==> config.mk <==
export PLATFORM = sky130hd
export DESIGN_NAME = char_lcd_nibble_line_writer_flat
export DESIGN_NICKNAME = d
export VERILOG_FILES = /design/src/hdl/lcdw_pkg.sv /design/src/hdl/lcdw_if.sv /design/src/hdl/lcdw_seq.sv /design/src/hdl/char_lcd_nibble_line_writer.sv /design/src/flat_wrapper.sv
export SDC_FILE = /design/constraint.sdc
export NUM_CORES = 1
export LEC_CHECK = 0
export BUFFER_PORTS_ARGS = -buffer_cell sky130_fd_sc_hd__buf_2
export CAP_MARGIN = 20
export CORE_UTILIZATION = 30
export CTS_BUF_LIST = sky130_fd_sc_hd__clkbuf_4
export DETAILED_ROUTE_END_ITERATION = 8
export MAX_ROUTING_LAYER = met4
export SETUP_SLACK_MARGIN = 0.2
export SLEW_MARGIN = 20
export SYNTH_ARGS = -nofsm -noshare
export SYNTH_HDL_FRONTEND = slang
export SYNTH_HIERARCHICAL = 1
export SYNTH_SLANG_ARGS = --single-unit
export TNS_END_PERCENT = 10
==> constraint.sdc <==
create_clock -name clk -period 4 [get_ports clk]
set_clock_uncertainty 0.1 [all_clocks]
set_input_delay 1 -clock clk [delete_from_list [all_inputs] [get_ports clk]]
set_output_delay 1 -clock clk [all_outputs]
set_load 0.005 [all_outputs]
==> src/hdl/lcdw_pkg.sv <==
`timescale 1ns / 1ps
// ----------------------------------------------------------------------------
// lcdw_pkg: shared types, codes and microcode for the character LCD writer
// Control word layout, step codes, command constants and the program ROM.
// ----------------------------------------------------------------------------
package lcdw_pkg;

  localparam int LINE_LENGTH = 16;
  localparam int POS_W       = $clog2(LINE_LENGTH + 1);
  localparam int STEP_W      = 5;
  localparam int LINE_STRIDE = 40;

  localparam logic [POS_W-1:0] LINE_LEN_POS  = POS_W'(LINE_LENGTH);
  localparam logic [POS_W-1:0] LINE_LAST_POS = POS_W'(LINE_LENGTH - 1);

  localparam logic [1:0] REQ_INIT = 2'd0;
  localparam logic [1:0] REQ_PUT  = 2'd1;
  localparam logic [1:0] REQ_EOL  = 2'd2;
  localparam logic [1:0] REQ_RAW  = 2'd3;

  localparam logic [3:0] NIB_WAKE      = 4'b0011;
  localparam logic [3:0] NIB_FOUR_BIT  = 4'b0010;
  localparam logic [7:0] CMD_FUNC_SET  = 8'b0010_0000 | 8'b0000_1000;
  localparam logic [7:0] CMD_CLEAR     = 8'b0000_0001;
  localparam logic [7:0] CMD_DISP_ON   = 8'b0000_1000 | 8'b0000_0100 | 8'b0000_0011;
  localparam logic [7:0] CMD_ENTRY     = 8'b0000_0100 | 8'b0000_0010;
  localparam logic [7:0] CHAR_SPACE    = 8'h20;
  localparam logic [7:0] LINE_ADDR_0   = 8'h80;
  localparam logic [7:0] LINE_ADDR_1   = 8'h80 | (8'(LINE_STRIDE) & 8'h7f);

  localparam logic [2:0] NSEL_CONST   = 3'd0;
  localparam logic [2:0] NSEL_DATA_HI = 3'd1;
  localparam logic [2:0] NSEL_DATA_LO = 3'd2;
  localparam logic [2:0] NSEL_ADDR_HI = 3'd3;
  localparam logic [2:0] NSEL_ADDR_LO = 3'd4;

  localparam logic [1:0] RSEL_CMD  = 2'd0;
  localparam logic [1:0] RSEL_DATA = 2'd1;
  localparam logic [1:0] RSEL_RAW  = 2'd2;

  localparam logic [1:0] LAST_NO   = 2'd0;
  localparam logic [1:0] LAST_YES  = 2'd1;
  localparam logic [1:0] LAST_FILL = 2'd2;

  localparam logic [2:0] ACT_NONE  = 3'd0;
  localparam logic [2:0] ACT_CLEAR = 3'd1;
  localparam logic [2:0] ACT_OPEN  = 3'd2;
  localparam logic [2:0] ACT_INC   = 3'd3;
  localparam logic [2:0] ACT_CLOSE = 3'd4;

  localparam logic [2:0] COND_NEXT    = 3'd0;
  localparam logic [2:0] COND_END     = 3'd1;
  localparam logic [2:0] COND_IF_OPEN = 3'd2;
  localparam logic [2:0] COND_IF_FULL = 3'd3;
  localparam logic [2:0] COND_GOTO    = 3'd4;

  localparam logic [STEP_W-1:0] ENTRY_INIT     = 5'd0;
  localparam logic [STEP_W-1:0] ENTRY_PUT      = 5'd12;
  localparam logic [STEP_W-1:0] STEP_PUT_CHAR  = 5'd15;
  localparam logic [STEP_W-1:0] ENTRY_EOL      = 5'd17;
  localparam logic [STEP_W-1:0] STEP_EOL_CLOSE = 5'd20;
  localparam logic [STEP_W-1:0] ENTRY_RAW      = 5'd21;

  typedef struct packed {
    logic              emit;
    logic [2:0]        nsel;
    logic [3:0]        konst;
    logic [1:0]        rsel;
    logic              lw;
    logic [1:0]        lastm;
    logic [2:0]        act;
    logic [2:0]        cond;
    logic [STEP_W-1:0] target;
  } lcdw_cw_t;

  typedef struct packed {
    logic is_open;
    logic full;
  } lcdw_flags_t;

  typedef struct packed {
    logic     busy;
    logic     fire;
    lcdw_cw_t cw;
  } lcdw_ctl_t;

  function automatic lcdw_cw_t cw_emit(input logic [2:0] nsel, input logic [3:0] konst,
                                       input logic [1:0] rsel, input logic lw,
                                       input logic [1:0] lastm, input logic [2:0] act,
                                       input logic [2:0] cond,
                                       input logic [STEP_W-1:0] target);
    return '{emit: 1'b1, nsel: nsel, konst: konst, rsel: rsel, lw: lw, lastm: lastm,
             act: act, cond: cond, target: target};
  endfunction

  function automatic lcdw_cw_t cw_ctl(input logic [2:0] act, input logic [2:0] cond,
                                      input logic [STEP_W-1:0] target);
    return '{emit: 1'b0, nsel: NSEL_CONST, konst: 4'd0, rsel: RSEL_CMD, lw: 1'b0,
             lastm: LAST_NO, act: act, cond: cond, target: target};
  endfunction

  function automatic logic [STEP_W-1:0] entry_of(input logic [1:0] req_type);
    case (req_type)
      REQ_INIT: return ENTRY_INIT;
      REQ_PUT:  return ENTRY_PUT;
      REQ_EOL:  return ENTRY_EOL;
      default:  return ENTRY_RAW;
    endcase
  endfunction

  function automatic lcdw_cw_t ucode(input logic [STEP_W-1:0] step);
    case (step)
      5'd0:  return cw_emit(NSEL_CONST, NIB_WAKE, RSEL_CMD, 1'b1, LAST_NO, ACT_NONE,
                            COND_NEXT, '0);
      5'd1:  return cw_emit(NSEL_CONST, NIB_WAKE, RSEL_CMD, 1'b1, LAST_NO, ACT_NONE,
                            COND_NEXT, '0);
      5'd2:  return cw_emit(NSEL_CONST, NIB_WAKE, RSEL_CMD, 1'b1, LAST_NO, ACT_NONE,
                            COND_NEXT, '0);
      5'd3:  return cw_emit(NSEL_CONST, NIB_FOUR_BIT, RSEL_CMD, 1'b1, LAST_NO, ACT_NONE,
                            COND_NEXT, '0);
      5'd4:  return cw_emit(NSEL_CONST, CMD_FUNC_SET[7:4], RSEL_CMD, 1'b0, LAST_NO,
                            ACT_NONE, COND_NEXT, '0);
      5'd5:  return cw_emit(NSEL_CONST, CMD_FUNC_SET[3:0], RSEL_CMD, 1'b0, LAST_NO,
                            ACT_NONE, COND_NEXT, '0);
      5'd6:  return cw_emit(NSEL_CONST, CMD_CLEAR[7:4], RSEL_CMD, 1'b0, LAST_NO,
                            ACT_NONE, COND_NEXT, '0);
      5'd7:  return cw_emit(NSEL_CONST, CMD_CLEAR[3:0], RSEL_CMD, 1'b0, LAST_NO,
                            ACT_NONE, COND_NEXT, '0);
      5'd8:  return cw_emit(NSEL_CONST, CMD_DISP_ON[7:4], RSEL_CMD, 1'b0, LAST_NO,
                            ACT_NONE, COND_NEXT, '0);
      5'd9:  return cw_emit(NSEL_CONST, CMD_DISP_ON[3:0], RSEL_CMD, 1'b0, LAST_NO,
                            ACT_NONE, COND_NEXT, '0);
      5'd10: return cw_emit(NSEL_CONST, CMD_ENTRY[7:4], RSEL_CMD, 1'b0, LAST_NO,
                            ACT_NONE, COND_NEXT, '0);
      5'd11: return cw_emit(NSEL_CONST, CMD_ENTRY[3:0], RSEL_CMD, 1'b0, LAST_YES,
                            ACT_CLEAR, COND_END, '0);
      5'd12: return cw_ctl(ACT_NONE, COND_IF_OPEN, STEP_PUT_CHAR);
      5'd13: return cw_emit(NSEL_ADDR_HI, 4'd0, RSEL_CMD, 1'b0, LAST_NO, ACT_NONE,
                            COND_NEXT, '0);
      5'd14: return cw_emit(NSEL_ADDR_LO, 4'd0, RSEL_CMD, 1'b1, LAST_NO, ACT_OPEN,
                            COND_NEXT, '0);
      5'd15: return cw_emit(NSEL_DATA_HI, 4'd0, RSEL_DATA, 1'b0, LAST_NO, ACT_NONE,
                            COND_NEXT, '0);
      5'd16: return cw_emit(NSEL_DATA_LO, 4'd0, RSEL_DATA, 1'b0, LAST_YES, ACT_INC,
                            COND_END, '0);
      5'd17: return cw_ctl(ACT_NONE, COND_IF_FULL, STEP_EOL_CLOSE);
      5'd18: return cw_emit(NSEL_CONST, CHAR_SPACE[7:4], RSEL_DATA, 1'b0, LAST_NO,
                            ACT_NONE, COND_NEXT, '0);
      5'd19: return cw_emit(NSEL_CONST, CHAR_SPACE[3:0], RSEL_DATA, 1'b0, LAST_FILL,
                            ACT_INC, COND_GOTO, ENTRY_EOL);
      5'd20: return cw_ctl(ACT_CLOSE, COND_END, '0);
      5'd21: return cw_emit(NSEL_DATA_HI, 4'd0, RSEL_RAW, 1'b0, LAST_NO, ACT_NONE,
                            COND_NEXT, '0);
      5'd22: return cw_emit(NSEL_DATA_LO, 4'd0, RSEL_RAW, 1'b0, LAST_YES, ACT_NONE,
                            COND_END, '0);
      default: return cw_ctl(ACT_NONE, COND_END, '0);
    endcase
  endfunction

endpackage

==> src/hdl/lcdw_if.sv <==
`timescale 1ns / 1ps
// ----------------------------------------------------------------------------
// lcdw_if: request and nibble channels of the character LCD writer
// Valid/ready channels; a word moves when valid and ready are both high.
// ----------------------------------------------------------------------------
interface lcdw_req_if;
  logic       valid;
  logic       ready;
  logic [1:0] req_type;
  logic       line;
  logic [7:0] data;
  logic       register_select;

  modport source (output valid, output req_type, output line, output data,
                  output register_select, input ready);
  modport sink (input valid, input req_type, input line, input data,
                input register_select, output ready);
endinterface

interface lcdw_nib_if;
  logic       valid;
  logic       ready;
  logic       pin_register_select;
  logic [3:0] nibble;
  logic       long_wait;
  logic       last;

  modport source (output valid, output pin_register_select, output nibble,
                  output long_wait, output last, input ready);
  modport sink (input valid, input pin_register_select, input nibble,
                input long_wait, input last, output ready);
endinterface

==> src/hdl/lcdw_seq.sv <==
`timescale 1ns / 1ps
// ----------------------------------------------------------------------------
// lcdw_seq: microcode sequencer
// Step counter over the program ROM with conditional jumps on line state.
// ----------------------------------------------------------------------------
module lcdw_seq import lcdw_pkg::*; (
  input  logic        clk,
  input  logic        rst,
  input  logic        start,
  input  logic [1:0]  req_type,
  input  logic        stall,
  input  lcdw_flags_t flags,
  output lcdw_ctl_t   ctl
);

  logic              busy;
  logic [STEP_W-1:0] step;
  lcdw_cw_t          cw;
  logic              fire;

  assign cw   = ucode(step);
  assign fire = busy && !(cw.emit && stall);

  always_ff @(posedge clk) begin
    if (rst) begin
      busy <= 1'b0;
      step <= '0;
    end else if (start) begin
      busy <= 1'b1;
      step <= entry_of(req_type);
    end else if (fire) begin
      case (cw.cond)
        COND_NEXT: step <= step + 1'b1;
        COND_END: busy <= 1'b0;
        COND_IF_OPEN: step <= flags.is_open ? cw.target : step + 1'b1;
        COND_IF_FULL: step <= flags.full ? cw.target : step + 1'b1;
        COND_GOTO: step <= cw.target;
        default: busy <= 1'b0;
      endcase
    end
  end

  assign ctl = '{busy: busy, fire: fire, cw: cw};

endmodule

==> src/hdl/char_lcd_nibble_line_writer.sv <==
`timescale 1ns / 1ps
// ----------------------------------------------------------------------------
// char_lcd_nibble_line_writer: character LCD request to 4-bit nibble writer
// The first nibble comes from the first step for init and raw write; put and
// end of line start with a control step on the line state.
// Throughput: one request at a time, one microcode step per cycle; a nibble
// step waits while the output register holds a word not yet taken. Init takes
// 12 steps, put 3 or 5, raw write 2, end of line 2 plus 3 per space; the next
// request is taken the cycle after the final step.
// Reset clears the sequencer, the output valid flag and both lines' state.
// ----------------------------------------------------------------------------
module char_lcd_nibble_line_writer import lcdw_pkg::*; (
  input  logic clk,
  input  logic rst,
  lcdw_req_if.sink   req,
  lcdw_nib_if.source nib
);

  lcdw_ctl_t   ctl;
  lcdw_flags_t flags;
  logic        accept;
  logic        stall;

  logic             line_sel;
  logic [7:0]       data_reg;
  logic             rsel_reg;
  logic             line_open [2];
  logic [POS_W-1:0] line_pos [2];
  logic [POS_W-1:0] pos_cur;
  logic [7:0]       addr;

  logic       out_valid;
  logic       out_rs;
  logic [3:0] out_nibble;
  logic       out_lw;
  logic       out_last;

  logic       nib_next;
  logic       rs_next;
  logic       last_next;
  logic [3:0] nib_val;

  assign accept    = req.valid && req.ready;
  assign req.ready = !ctl.busy;
  assign stall     = out_valid && !nib.ready;

  assign pos_cur       = line_pos[line_sel];
  assign flags.is_open = line_open[line_sel];
  assign flags.full    = !line_open[line_sel] || (pos_cur >= LINE_LEN_POS);
  assign addr          = line_sel ? LINE_ADDR_1 : LINE_ADDR_0;

  lcdw_seq u_seq (
    .clk      (clk),
    .rst      (rst),
    .start    (accept),
    .req_type (req.req_type),
    .stall    (stall),
    .flags    (flags),
    .ctl      (ctl)
  );

  always_ff @(posedge clk) begin
    if (accept) begin
      line_sel <= req.line;
      data_reg <= req.data;
      rsel_reg <= req.register_select;
    end
  end

  always_comb begin
    case (ctl.cw.nsel)
      NSEL_DATA_HI: nib_val = data_reg[7:4];
      NSEL_DATA_LO: nib_val = data_reg[3:0];
      NSEL_ADDR_HI: nib_val = addr[7:4];
      NSEL_ADDR_LO: nib_val = addr[3:0];
      default:      nib_val = ctl.cw.konst;
    endcase
    case (ctl.cw.rsel)
      RSEL_DATA: rs_next = 1'b1;
      RSEL_RAW:  rs_next = rsel_reg;
      default:   rs_next = 1'b0;
    endcase
    case (ctl.cw.lastm)
      LAST_YES:  last_next = 1'b1;
      LAST_FILL: last_next = (pos_cur == LINE_LAST_POS);
      default:   last_next = 1'b0;
    endcase
  end

  assign nib_next = ctl.fire && ctl.cw.emit;

  // Line state updates on each completed step
  always_ff @(posedge clk) begin
    if (rst) begin
      for (int i = 0; i < 2; i++) begin
        line_open[i] <= 1'b0;
        line_pos[i]  <= '0;
      end
    end else if (ctl.fire) begin
      case (ctl.cw.act)
        ACT_CLEAR: begin
          for (int i = 0; i < 2; i++) begin
            line_open[i] <= 1'b0;
            line_pos[i]  <= '0;
          end
        end
        ACT_OPEN: begin
          line_open[line_sel] <= 1'b1;
          line_pos[line_sel]  <= '0;
        end
        ACT_INC: begin
          if (pos_cur < LINE_LEN_POS) begin
            line_pos[line_sel] <= pos_cur + 1'b1;
          end
        end
        ACT_CLOSE: line_open[line_sel] <= 1'b0;
        default: ;
      endcase
    end
  end

  // Output register: load a word, drop it once taken
  always_ff @(posedge clk) begin
    if (rst) begin
      out_valid <= 1'b0;
    end else if (nib_next) begin
      out_valid <= 1'b1;
    end else if (nib.ready) begin
      out_valid <= 1'b0;
    end
  end

  always_ff @(posedge clk) begin
    if (nib_next) begin
      out_rs     <= rs_next;
      out_nibble <= nib_val;
      out_lw     <= ctl.cw.lw;
      out_last   <= last_next;
    end
  end

  assign nib.valid               = out_valid;
  assign nib.pin_register_select = out_rs;
  assign nib.nibble              = out_nibble;
  assign nib.long_wait           = out_lw;
  assign nib.last                = out_last;

`ifndef SYNTHESIS
  a_pos_bound: assert property (@(posedge clk) disable iff (rst)
    (line_pos[0] <= LINE_LEN_POS) && (line_pos[1] <= LINE_LEN_POS))
    else $error("line position past line length");

  a_no_overwrite: assert property (@(posedge clk) disable iff (rst)
    nib_next |-> (!out_valid || nib.ready))
    else $error("nibble loaded over a word not yet taken");

  a_emit_when_busy: assert property (@(posedge clk) disable iff (rst)
    $rose(out_valid) |-> $past(ctl.busy))
    else $error("nibble produced while sequencer idle");

  a_accept_idle: assert property (@(posedge clk) disable iff (rst)
    accept |=> (ctl.busy && !$past(ctl.busy)))
    else $error("request taken while sequencer busy");
`endif

endmodule
==> src/flat_wrapper.sv <==
// flat-port wrapper written by rule: the top's interface ports become plain ports
module char_lcd_nibble_line_writer_flat import lcdw_pkg::*;
  (clk, rst, req_valid, req_req_type, req_line, req_data, req_register_select, req_ready, nib_valid, nib_pin_register_select, nib_nibble, nib_long_wait, nib_last, nib_ready);
  lcdw_req_if req_i ();
  lcdw_nib_if nib_i ();
  input  logic clk;
  input  logic rst;
  input wire logic [$bits(req_i.valid)-1:0] req_valid;
  input wire logic [$bits(req_i.req_type)-1:0] req_req_type;
  input wire logic [$bits(req_i.line)-1:0] req_line;
  input wire logic [$bits(req_i.data)-1:0] req_data;
  input wire logic [$bits(req_i.register_select)-1:0] req_register_select;
  output wire logic [$bits(req_i.ready)-1:0] req_ready;
  output wire logic [$bits(nib_i.valid)-1:0] nib_valid;
  output wire logic [$bits(nib_i.pin_register_select)-1:0] nib_pin_register_select;
  output wire logic [$bits(nib_i.nibble)-1:0] nib_nibble;
  output wire logic [$bits(nib_i.long_wait)-1:0] nib_long_wait;
  output wire logic [$bits(nib_i.last)-1:0] nib_last;
  input wire logic [$bits(nib_i.ready)-1:0] nib_ready;
  assign req_i.valid = req_valid;
  assign req_i.req_type = req_req_type;
  assign req_i.line = req_line;
  assign req_i.data = req_data;
  assign req_i.register_select = req_register_select;
  assign req_ready = req_i.ready;
  assign nib_valid = nib_i.valid;
  assign nib_pin_register_select = nib_i.pin_register_select;
  assign nib_nibble = nib_i.nibble;
  assign nib_long_wait = nib_i.long_wait;
  assign nib_last = nib_i.last;
  assign nib_i.ready = nib_ready;
  char_lcd_nibble_line_writer u_core (.clk(clk), .rst(rst), .req(req_i), .nib(nib_i));
endmodule
==> impl_metrics.ini, run 1 <==
[place]
port-buffer-count = 24
place_worst_setup_slack_ns = 0.423
dp_hpwl_um = 5130
gpl.final_weighted_congestion = 0.912

[pwr]
power.density_cell_area_nw_per_um2 = 381
irDropWorstVdd_mv = 0.158
power.leakage_nw = 1.33

[global_route]
grt_use_met3_pct = 3.63
globalRouteMet2Util_pct = 21.1
grt_busiest_layer = met2
grt_antenna_before_repair = 0
wire_length_of_the_first_global_routing_pass_um = 11200
first_global_vias = 2266
groute.layer.met1.usage_pct = 17.0
pin_count_of_the_biggest_net_entering_global_routing = 17
global_route.usage.total_pct = 13.6
grt_overflow = 0

[timing]
slew_violations = 0
timing.hold.ws_ns = 0.320
worst_slew_margin_rel_pct = 42.1
final_worst_path_cycle_share_pct = 87.6
finalWorstSetupSlack_ns = 0.495
final_period_minus_worst_setup_slack_ns = 3.50
setup_violations = 0
final-hold-violation-count = 0
rsz0062_at_grt = false
fin_tns_setup_ns = 0
tightest_slew_ns = 0.869
highest_clock_rate_ghz = 0.285

[worst_setup_path]
worst_path_dominant_cell_family = simple AND/OR/NAND/NOR gates
crit_path_end = u_core/u_seq/ctl[0]
arrival_ns = 3.74
crit_cells = 12
critical-path-max-stage-delay_ns = 0.64
critical_path.reg2reg.endpoint = u_core/u_seq/ctl[0]
buf_inv_stages_crit_path = 1
crit_path_max_fanout = 10
timing.critical_path.mode_cell = sky130_fd_sc_hd__nand2_1
worst-endpoint-required_ns = 4.23
endpoint_class_of_the_critical_path = register
crit_path_top_delay_cell = sky130_fd_sc_hd__dfxtp_1
timing.reg2reg.setup_slack_ns = 0.50
criticalPathCategory = register to register
worstPathCellList = mux2_2 -> nand2_1 -> mux2i_4 -> o21ai_1 -> a21oi_1 -> o311a_1 -> and2_0 -> inv_1 -> ha_1 -> nand2_1 -> nor3_1 -> a21o_1
worst_r2r_path_depth = 12
timing.critical_path.from_type = register

[cells_and_area]
num_antenna_cells = 0
share_of_layout_cells_above_drive_strength_1_pct = 20.1
final_core_util_pct = 35.1
layout.nets = 346
fill_cells = 956
largest_register_ffs = 21
area_overhead_of_the_layout_relative_to_synthesis_pct = 11.7

[outcome]
status = complete, no violations

[clock_network]
post_cts_resized = 0
cts_sinks = 58
htree_num_levels = 3
clk_transition_reported_paths_ns = 0.10
insertion_delay_ns = 0.39
hold_buffers = 0
cts_tree = yes
cts_inserted_buffers = 9
cts.root.buffer_cell = sky130_fd_sc_hd__clkbuf_4
cts-root-to-sink-buffers = 2
total_setup_buffers_inserted_after_cts = 0

[routing]
initialDrtViolationCount = 160
avgViaCountPerCell = 5.19
route.final.wire_length_um = 6870
route.antenna.remaining_nets = 0
dr_total_vias = 2368
avgRoutedWirePerCell_um = 15.1
detail_route.drc_violations = 0
drt-pass1-iter-count = 4

[synth]
syn_nets = 324
post_synth.cell_area_avg_um2 = 10.6
synth_warnings = 6
post_synth_inst_count = 296
post_synth_instance_area_um2 = 3130

[floorplanning]
die_w_um = 104
floorplan.rows = 36
coreArea_um2 = 9950
initial_core_util_pct = 31.4
fp.dieArea_um2 = 10800
chipHeight_um = 104
io-pin-count = 25

[run]
drv.max_cap_violation_count = 0

[hold_path]
hold_path.class = register to register
power breakdown:
part / internal (mW) / switching (mW) / total, mW
logic: 0.0734 / 0.104 / 0.178
registers: 0.657 / 0.0248 / 0.682
clock network: 0.257 / 0.214 / 0.471
worst register-to-register path, stage by stage (launching register included):
cell	delay [ns]
sky130_fd_sc_hd__dfxtp_1	0.64
sky130_fd_sc_hd__mux2_2	0.45
sky130_fd_sc_hd__nand2_1	0.16
sky130_fd_sc_hd__mux2i_4	0.10
sky130_fd_sc_hd__o21ai_1	0.28
sky130_fd_sc_hd__a21oi_1	0.12
sky130_fd_sc_hd__o311a_1	0.35
sky130_fd_sc_hd__and2_0	0.31
sky130_fd_sc_hd__inv_1	0.14
sky130_fd_sc_hd__ha_1	0.20
sky130_fd_sc_hd__nand2_1	0.08
sky130_fd_sc_hd__nor3_1	0.40
sky130_fd_sc_hd__a21o_1	0.13
cells in the final DEF, fill, tap and decap left out, types with 3 or more instances in the layout:
master	count
sky130_fd_sc_hd__ha_1	12
sky130_fd_sc_hd__xnor2_1	3
sky130_fd_sc_hd__nand2b_1	5
sky130_fd_sc_hd__o21ai_0	12
sky130_fd_sc_hd__mux2_2	5
sky130_fd_sc_hd__nand3_1	9
sky130_fd_sc_hd__o21ai_1	3
sky130_fd_sc_hd__or3b_1	4
sky130_fd_sc_hd__a21o_1	5
sky130_fd_sc_hd__and2_1	7
sky130_fd_sc_hd__a21boi_0	3
sky130_fd_sc_hd__nor2_1	27
sky130_fd_sc_hd__edfxtp_1	29
sky130_fd_sc_hd__a21oi_1	14
sky130_fd_sc_hd__a221o_1	4
sky130_fd_sc_hd__nor3_1	7
sky130_fd_sc_hd__dfxtp_1	29
sky130_fd_sc_hd__nand4_1	3
sky130_fd_sc_hd__o22ai_1	5
sky130_fd_sc_hd__buf_4	3
sky130_fd_sc_hd__buf_2	24
sky130_fd_sc_hd__clkbuf_4	10
sky130_fd_sc_hd__nand2_1	8
sky130_fd_sc_hd__inv_1	21
sky130_fd_sc_hd__mux2i_1	8
sky130_fd_sc_hd__nor2b_1	6
worst min path at each step:
| stage | slack (ns) | cells past startpoint | to | start |
|---|---|---|---|---|
| 6_report | 0.32 | 0 | u_core/nib.long_wait | u_core/u_seq/ctl[13] |
| 5_1_grt | 0.34 | 0 | u_core/nib.long_wait | u_core/u_seq/ctl[13] |
| 4_1_cts | 0.32 | 0 | u_core/nib.long_wait | u_core/u_seq/ctl[13] |
| 3_5_place_dp | 0.30 | 0 | u_core/nib.long_wait | u_core/u_seq/ctl[13] |
| 3_3_place_gp | 0.30 | 0 | u_core/nib.long_wait | u_core/u_seq/ctl[13] |
| 2_1_floorplan | 0.29 | 0 | u_core/nib.long_wait | u_core/u_seq/ctl[13] |
per-layer routing:
metal	wire length, um	part of all wire, %
met1	3050	44
met2	3260	47
met3	463	6.7
met4	93	1.4
met5	0	0
layout make-up:
cell class	count	area [um2]	area share, %
multi-input cells	201	1500	42.9
flip-flops and latches	58	1450	41.5
well taps	133	166	4.76
repair buffers	27	143	4.08
clock inverters	6	81.3	2.33
inverters	21	78.8	2.25
clock buffers	10	75.1	2.15
stage by stage:
| stage | power, mW | cell area [um2] | std cells |
|---|---|---|---|
| finish | 1.33 | 3500 | 456 |
| global route | 1.39 | 3500 | 456 |
| CTS | 1.35 | 3500 | 456 |
| detailed placement | 0.872 | 3340 | 440 |
| global placement | 0.870 | 3340 | 440 |
| floorplan | 0.824 | 3130 | 296 |
(Power assumes the default switching activity.)
==> inputs of run 2 (changes only) <==
--- a/config.mk
+++ b/config.mk
@@ -11,6 +11,7 @@
 export CTS_BUF_LIST = sky130_fd_sc_hd__clkbuf_4
 export DETAILED_ROUTE_END_ITERATION = 8
 export MAX_ROUTING_LAYER = met4
+export PLACE_DENSITY = 0.5
 export SETUP_SLACK_MARGIN = 0.2
 export SLEW_MARGIN = 20
 export SYNTH_ARGS = -nofsm -noshare
==> impl_metrics.ini, run 2 (same netlist as run 1, synthesis figures left out) <==
[worst_setup_path]
crit_path_end = u_core/u_seq/ctl[6]
criticalPathCategory = register to register
timing.critical_path.from_type = register
crit_path_max_fanout = 10
critical_path.reg2reg.endpoint = u_core/u_seq/ctl[6]
worst_r2r_path_depth = 12
endpoint_class_of_the_critical_path = register
arrival_ns = 3.72
worst-endpoint-required_ns = 4.25
timing.reg2reg.setup_slack_ns = 0.52

[place]
port-buffer-count = 24
placed_cells_incl_taps = 443
dp_hpwl_um = 5080
dpl_cell_area_um2 = 3360
place_worst_setup_slack_ns = 0.449
gpl.final_weighted_congestion = 0.831

[floorplanning]
coreArea_um2 = 9950
fp.dieArea_um2 = 10800
chipHeight_um = 104
io-pin-count = 25
die_w_um = 104
initial_core_util_pct = 31.4
floorplan.rows = 36

[routing]
initialDrtViolationCount = 197
detail_route.drc_violations = 0
avgRoutedWirePerCell_um = 14.8
avgViaCountPerCell = 5.02
route.antenna.remaining_nets = 0
drt-pass1-iter-count = 4
route.final.wire_length_um = 6800
dr_total_vias = 2302

[cells_and_area]
layout.cell_area.non_filler_um2 = 3550
largest_register_ffs = 21
area_overhead_of_the_layout_relative_to_synthesis_pct = 13.5
final_core_util_pct = 35.7
layout.nets = 349
highest_count_cells_in_the_layout_ignoring_fill_and_taps = 29 x sky130_fd_sc_hd__dfxtp_1, 29 x sky130_fd_sc_hd__edfxtp_1, 27 x sky130_fd_sc_hd__nor2_1, 24 x sky130_fd_sc_hd__buf_2, 21 x sky130_fd_sc_hd__inv_1
share_of_layout_cells_above_drive_strength_1_pct = 21.5
final-instance-count-excl-fill = 459
num_antenna_cells = 0

[clock_network]
cts_sinks = 58
total_setup_buffers_inserted_after_cts = 0
htree_num_levels = 3
cts-root-to-sink-buffers = 2
cts.root.buffer_cell = sky130_fd_sc_hd__clkbuf_4
insertion_delay_ns = 0.42
cts_inserted_buffers = 9
cts_tree = yes
hold_buffers = 0
post_cts_resized = 0
clk_transition_reported_paths_ns = 0.12

[pwr]
irDropWorstVdd_mv = 0.151
power.leakage_nw = 1.36
power.density_cell_area_nw_per_um2 = 401
totalPowerFinal_mw = 1.43

[run]
drv.max_cap_violation_count = 0

[outcome]
status = complete, no violations

[global_route]
global_route.usage.total_pct = 13.5
pin_count_of_the_biggest_net_entering_global_routing = 17
grt_antenna_before_repair = 0
first_global_vias = 2182
grt_overflow = 0
wire_length_of_the_first_global_routing_pass_um = 11100

[timing]
tightest_slew_ns = 0.782
setup_violations = 0
final_worst_path_cycle_share_pct = 86.9
worst_slew_margin_rel_pct = 47.9
final-hold-violation-count = 0
finalWorstSetupSlack_ns = 0.524
slew_violations = 0
timing.hold.ws_ns = 0.295
rsz0062_at_grt = false
highest_clock_rate_ghz = 0.288
fin_tns_setup_ns = 0
final_period_minus_worst_setup_slack_ns = 3.48

[hold_path]
hold_path.class = register to register
run 2: where the power goes:
part	internal (mW)	switching (mW)	total, mW	leakage [nW]
registers	0.657	0.0245	0.682	0.519
logic	0.0758	0.106	0.181	0.737
clock network	0.321	0.241	0.563	0.101
run 2: how the worst min path moves through the flow:
stage                                     from                   end  slack, ns  cells after the start
after floorplan           u_core/u_seq/ctl[13]  u_core/nib.long_wait       0.29                      0
after global placement    u_core/u_seq/ctl[13]  u_core/nib.long_wait       0.29                      0
after detailed placement  u_core/u_seq/ctl[13]  u_core/nib.long_wait       0.30                      0
after CTS                 u_core/u_seq/ctl[13]  u_core/nib.long_wait       0.31                      0
after global routing      u_core/u_seq/ctl[13]  u_core/nib.long_wait       0.30                      0
final                     u_core/u_seq/ctl[13]  u_core/nib.long_wait       0.30                      0
run 2: final cells by class:
| class | instances | area [um2] |
|---|---|---|
| well taps | 133 | 166 |
| clock inverters | 7 | 125 |
| repair buffers | 30 | 165 |
| inverters | 21 | 78.8 |
| flip-flops and latches | 58 | 1450 |
| multi-input cells | 201 | 1500 |
| clock buffers | 9 | 67.6 |
| fillers | 1000 | 6400 |
run 2: metal layers:
metal	global-route usage [%]	wire length [um]
met5	-	0
met1	18.4	3460
met2	19.0	3010
met4	5.31	91
met3	3.57	240
run 2: worst max-delay path, stage by stage, from the launching register on:
cell and delay, ns:
sky130_fd_sc_hd__dfxtp_1 0.63, sky130_fd_sc_hd__mux2_2 0.45, sky130_fd_sc_hd__nand2_1 0.16, sky130_fd_sc_hd__mux2i_4 0.11
sky130_fd_sc_hd__o21ai_1 0.26, sky130_fd_sc_hd__a21oi_1 0.11, sky130_fd_sc_hd__o311a_1 0.36, sky130_fd_sc_hd__and2_0 0.33
sky130_fd_sc_hd__inv_1 0.16, sky130_fd_sc_hd__ha_1 0.21, sky130_fd_sc_hd__nand2_1 0.09, sky130_fd_sc_hd__nor3_1 0.31
sky130_fd_sc_hd__a21o_1 0.14
==> inputs of run 3 (changes only) <==
--- a/config.mk
+++ b/config.mk
@@ -12,6 +12,7 @@
 export DETAILED_ROUTE_END_ITERATION = 8
 export MAX_ROUTING_LAYER = met4
 export PLACE_DENSITY = 0.5
+export RECOVER_POWER = 25
 export SETUP_SLACK_MARGIN = 0.2
 export SLEW_MARGIN = 20
 export SYNTH_ARGS = -nofsm -noshare
==> impl_metrics.ini, run 3 (same netlist as run 1, synthesis figures left out) <==
[worst_setup_path]
worst_r2r_path_depth = 12
criticalPathCategory = primary input to register
timing.reg2reg.setup_slack_ns = 0.56
critical_path.reg2reg.endpoint = u_core/u_seq/ctl[6]
timing.critical_path.from_type = primary input
critical-path-max-stage-delay_ns = 0.73
arrival_ns = 3.81
crit_path_top_delay_cell = sky130_fd_sc_hd__clkbuf_1
worst-endpoint-required_ns = 4.25
worst_path_dominant_cell_family = buffers and inverters
crit_path_max_fanout = 16
worstPathCellList = buf_2 -> nor2b_1 -> clkbuf_1 -> inv_1 -> o21ai_0 -> o21ai_1 -> or3_1 -> nor4_4 -> a21o_1
buf_inv_stages_crit_path = 3
endpoint_class_of_the_critical_path = register

[timing]
tightest_slew_ns = 0.911
worst_slew_margin_rel_pct = 39.3
fin_tns_setup_ns = 0
rsz0062_at_grt = false
timing.hold.ws_ns = 0.296
setup_violations = 0
final-hold-violation-count = 0
slew_violations = 0
final_period_minus_worst_setup_slack_ns = 3.56
highest_clock_rate_ghz = 0.281
final_worst_path_cycle_share_pct = 89.1

[clock_network]
cts_inserted_buffers = 9
hold_buffers = 0
insertion_delay_ns = 0.42
htree_num_levels = 3
post_cts_resized = 0
cts.root.buffer_cell = sky130_fd_sc_hd__clkbuf_4
total_setup_buffers_inserted_after_cts = 0
cts_tree = yes
cts-root-to-sink-buffers = 2
cts_sinks = 58
clk_transition_reported_paths_ns = 0.12

[hold_path]
hold_path.class = register to register
worstHoldPathCells = 0
hold_sp = u_core/u_seq/ctl[13]
hold-path-endpoint = u_core/nib.long_wait

[routing]
avgRoutedWirePerCell_um = 14.6
dr_total_vias = 2281
avgViaCountPerCell = 4.97
detail_route.drc_violations = 0
drt-pass1-iter-count = 4
initialDrtViolationCount = 233
route.final.wire_length_um = 6700
route.antenna.remaining_nets = 0

[place]
port-buffer-count = 24
dp_hpwl_um = 5080
gpl.final_weighted_congestion = 0.831

[global_route]
wire_length_of_the_first_global_routing_pass_um = 11100
first_global_vias = 2182
global_route.usage.total_pct = 13.5
grt_antenna_before_repair = 0
pin_count_of_the_biggest_net_entering_global_routing = 17
grt_overflow = 0

[pwr]
power.density_cell_area_nw_per_um2 = 401
irDropWorstVdd_mv = 0.151
power.leakage_nw = 1.35

[floorplanning]
chipHeight_um = 104
initial_core_util_pct = 31.4
io-pin-count = 25
fp.dieArea_um2 = 10800
coreArea_um2 = 9950
die_w_um = 104
floorplan.rows = 36

[cells_and_area]
final_core_util_pct = 35.6
num_antenna_cells = 0
share_of_layout_cells_above_drive_strength_1_pct = 20.6
layout.nets = 349
fill_cells = 1005
highest_count_cells_in_the_layout_ignoring_fill_and_taps = 29 x sky130_fd_sc_hd__dfxtp_1, 29 x sky130_fd_sc_hd__edfxtp_1, 27 x sky130_fd_sc_hd__nor2_1, 23 x sky130_fd_sc_hd__buf_2, 21 x sky130_fd_sc_hd__inv_1
area_overhead_of_the_layout_relative_to_synthesis_pct = 13.2
largest_register_ffs = 21

[run]
drv.max_cap_violation_count = 0

[outcome]
status = complete, no violations
==> run 3: worst max path at each step <==
stage | slack, ns | endpoint | startpoint | cells after the start
after floorplan | 0.51 | u_core/u_seq/ctl[5] | req_valid | 10
after global placement | 0.31 | u_core/u_seq/ctl[6] | nib_ready | 12
after detailed placement | 0.45 | u_core/u_seq/ctl[6] | nib_ready | 12
after CTS | 0.55 | u_core/u_seq/ctl[6] | register | 12
after global routing | 0.17 | u_core/u_seq/ctl[6] | req_valid | 9
final | 0.44 | u_core/u_seq/ctl[6] | req_valid | 9
==> run 3: area by class of cell <==
type	instances	area (um2)	area share, %
Clock inverter	7	125	3.53
Timing Repair Buffer	30	160	4.52
Clock buffer	9	67.6	1.91
Multi-Input combinational cell	201	1490	42.2
Tap cell	133	166	4.70
Sequential cell	58	1450	41.0
Inverter	21	78.8	2.22
==> run 3: power by group <==
part	internal [mW]	switching (mW)
Clock	0.321	0.241
Combinational	0.0746	0.104
Sequential	0.657	0.0243
Total	1.05	0.369
==> run 3: per-stage QoR <==
step | instance area (um2) | power, mW | cells | setup slack, ns
detailed placement | 3360 | 0.875 | 443 | 0.449
CTS | 3550 | 1.44 | 459 | 0.550
finish | 3540 | 1.42 | 459 | 0.438
global route | 3540 | 1.49 | 459 | 0.172
floorplan | 3130 | 0.824 | 296 | 0.514
global placement | 3360 | 0.876 | 443 | 0.311
==> run 3: worst reg2reg max path: cells and delay by family (launching register included) <==
family                     cells  cell delay, ns
AOI/OAI and AO/OA              4            0.85
and+or+nand+nor                4            0.88
muxes                          2            0.56
adders and majority gates      1            0.21
DFF                            1            0.63
buffers and inverters          1            0.17
==> run 3: per-layer routing <==
layer	vias to the layer above	track usage (%)	part of all wire, %
met5	-	-	0
met4	0	5.31	1.2
met3	7	3.57	4.0
met2	44	19.0	45
met1	1088	18.4	50
li1	1142	-	-
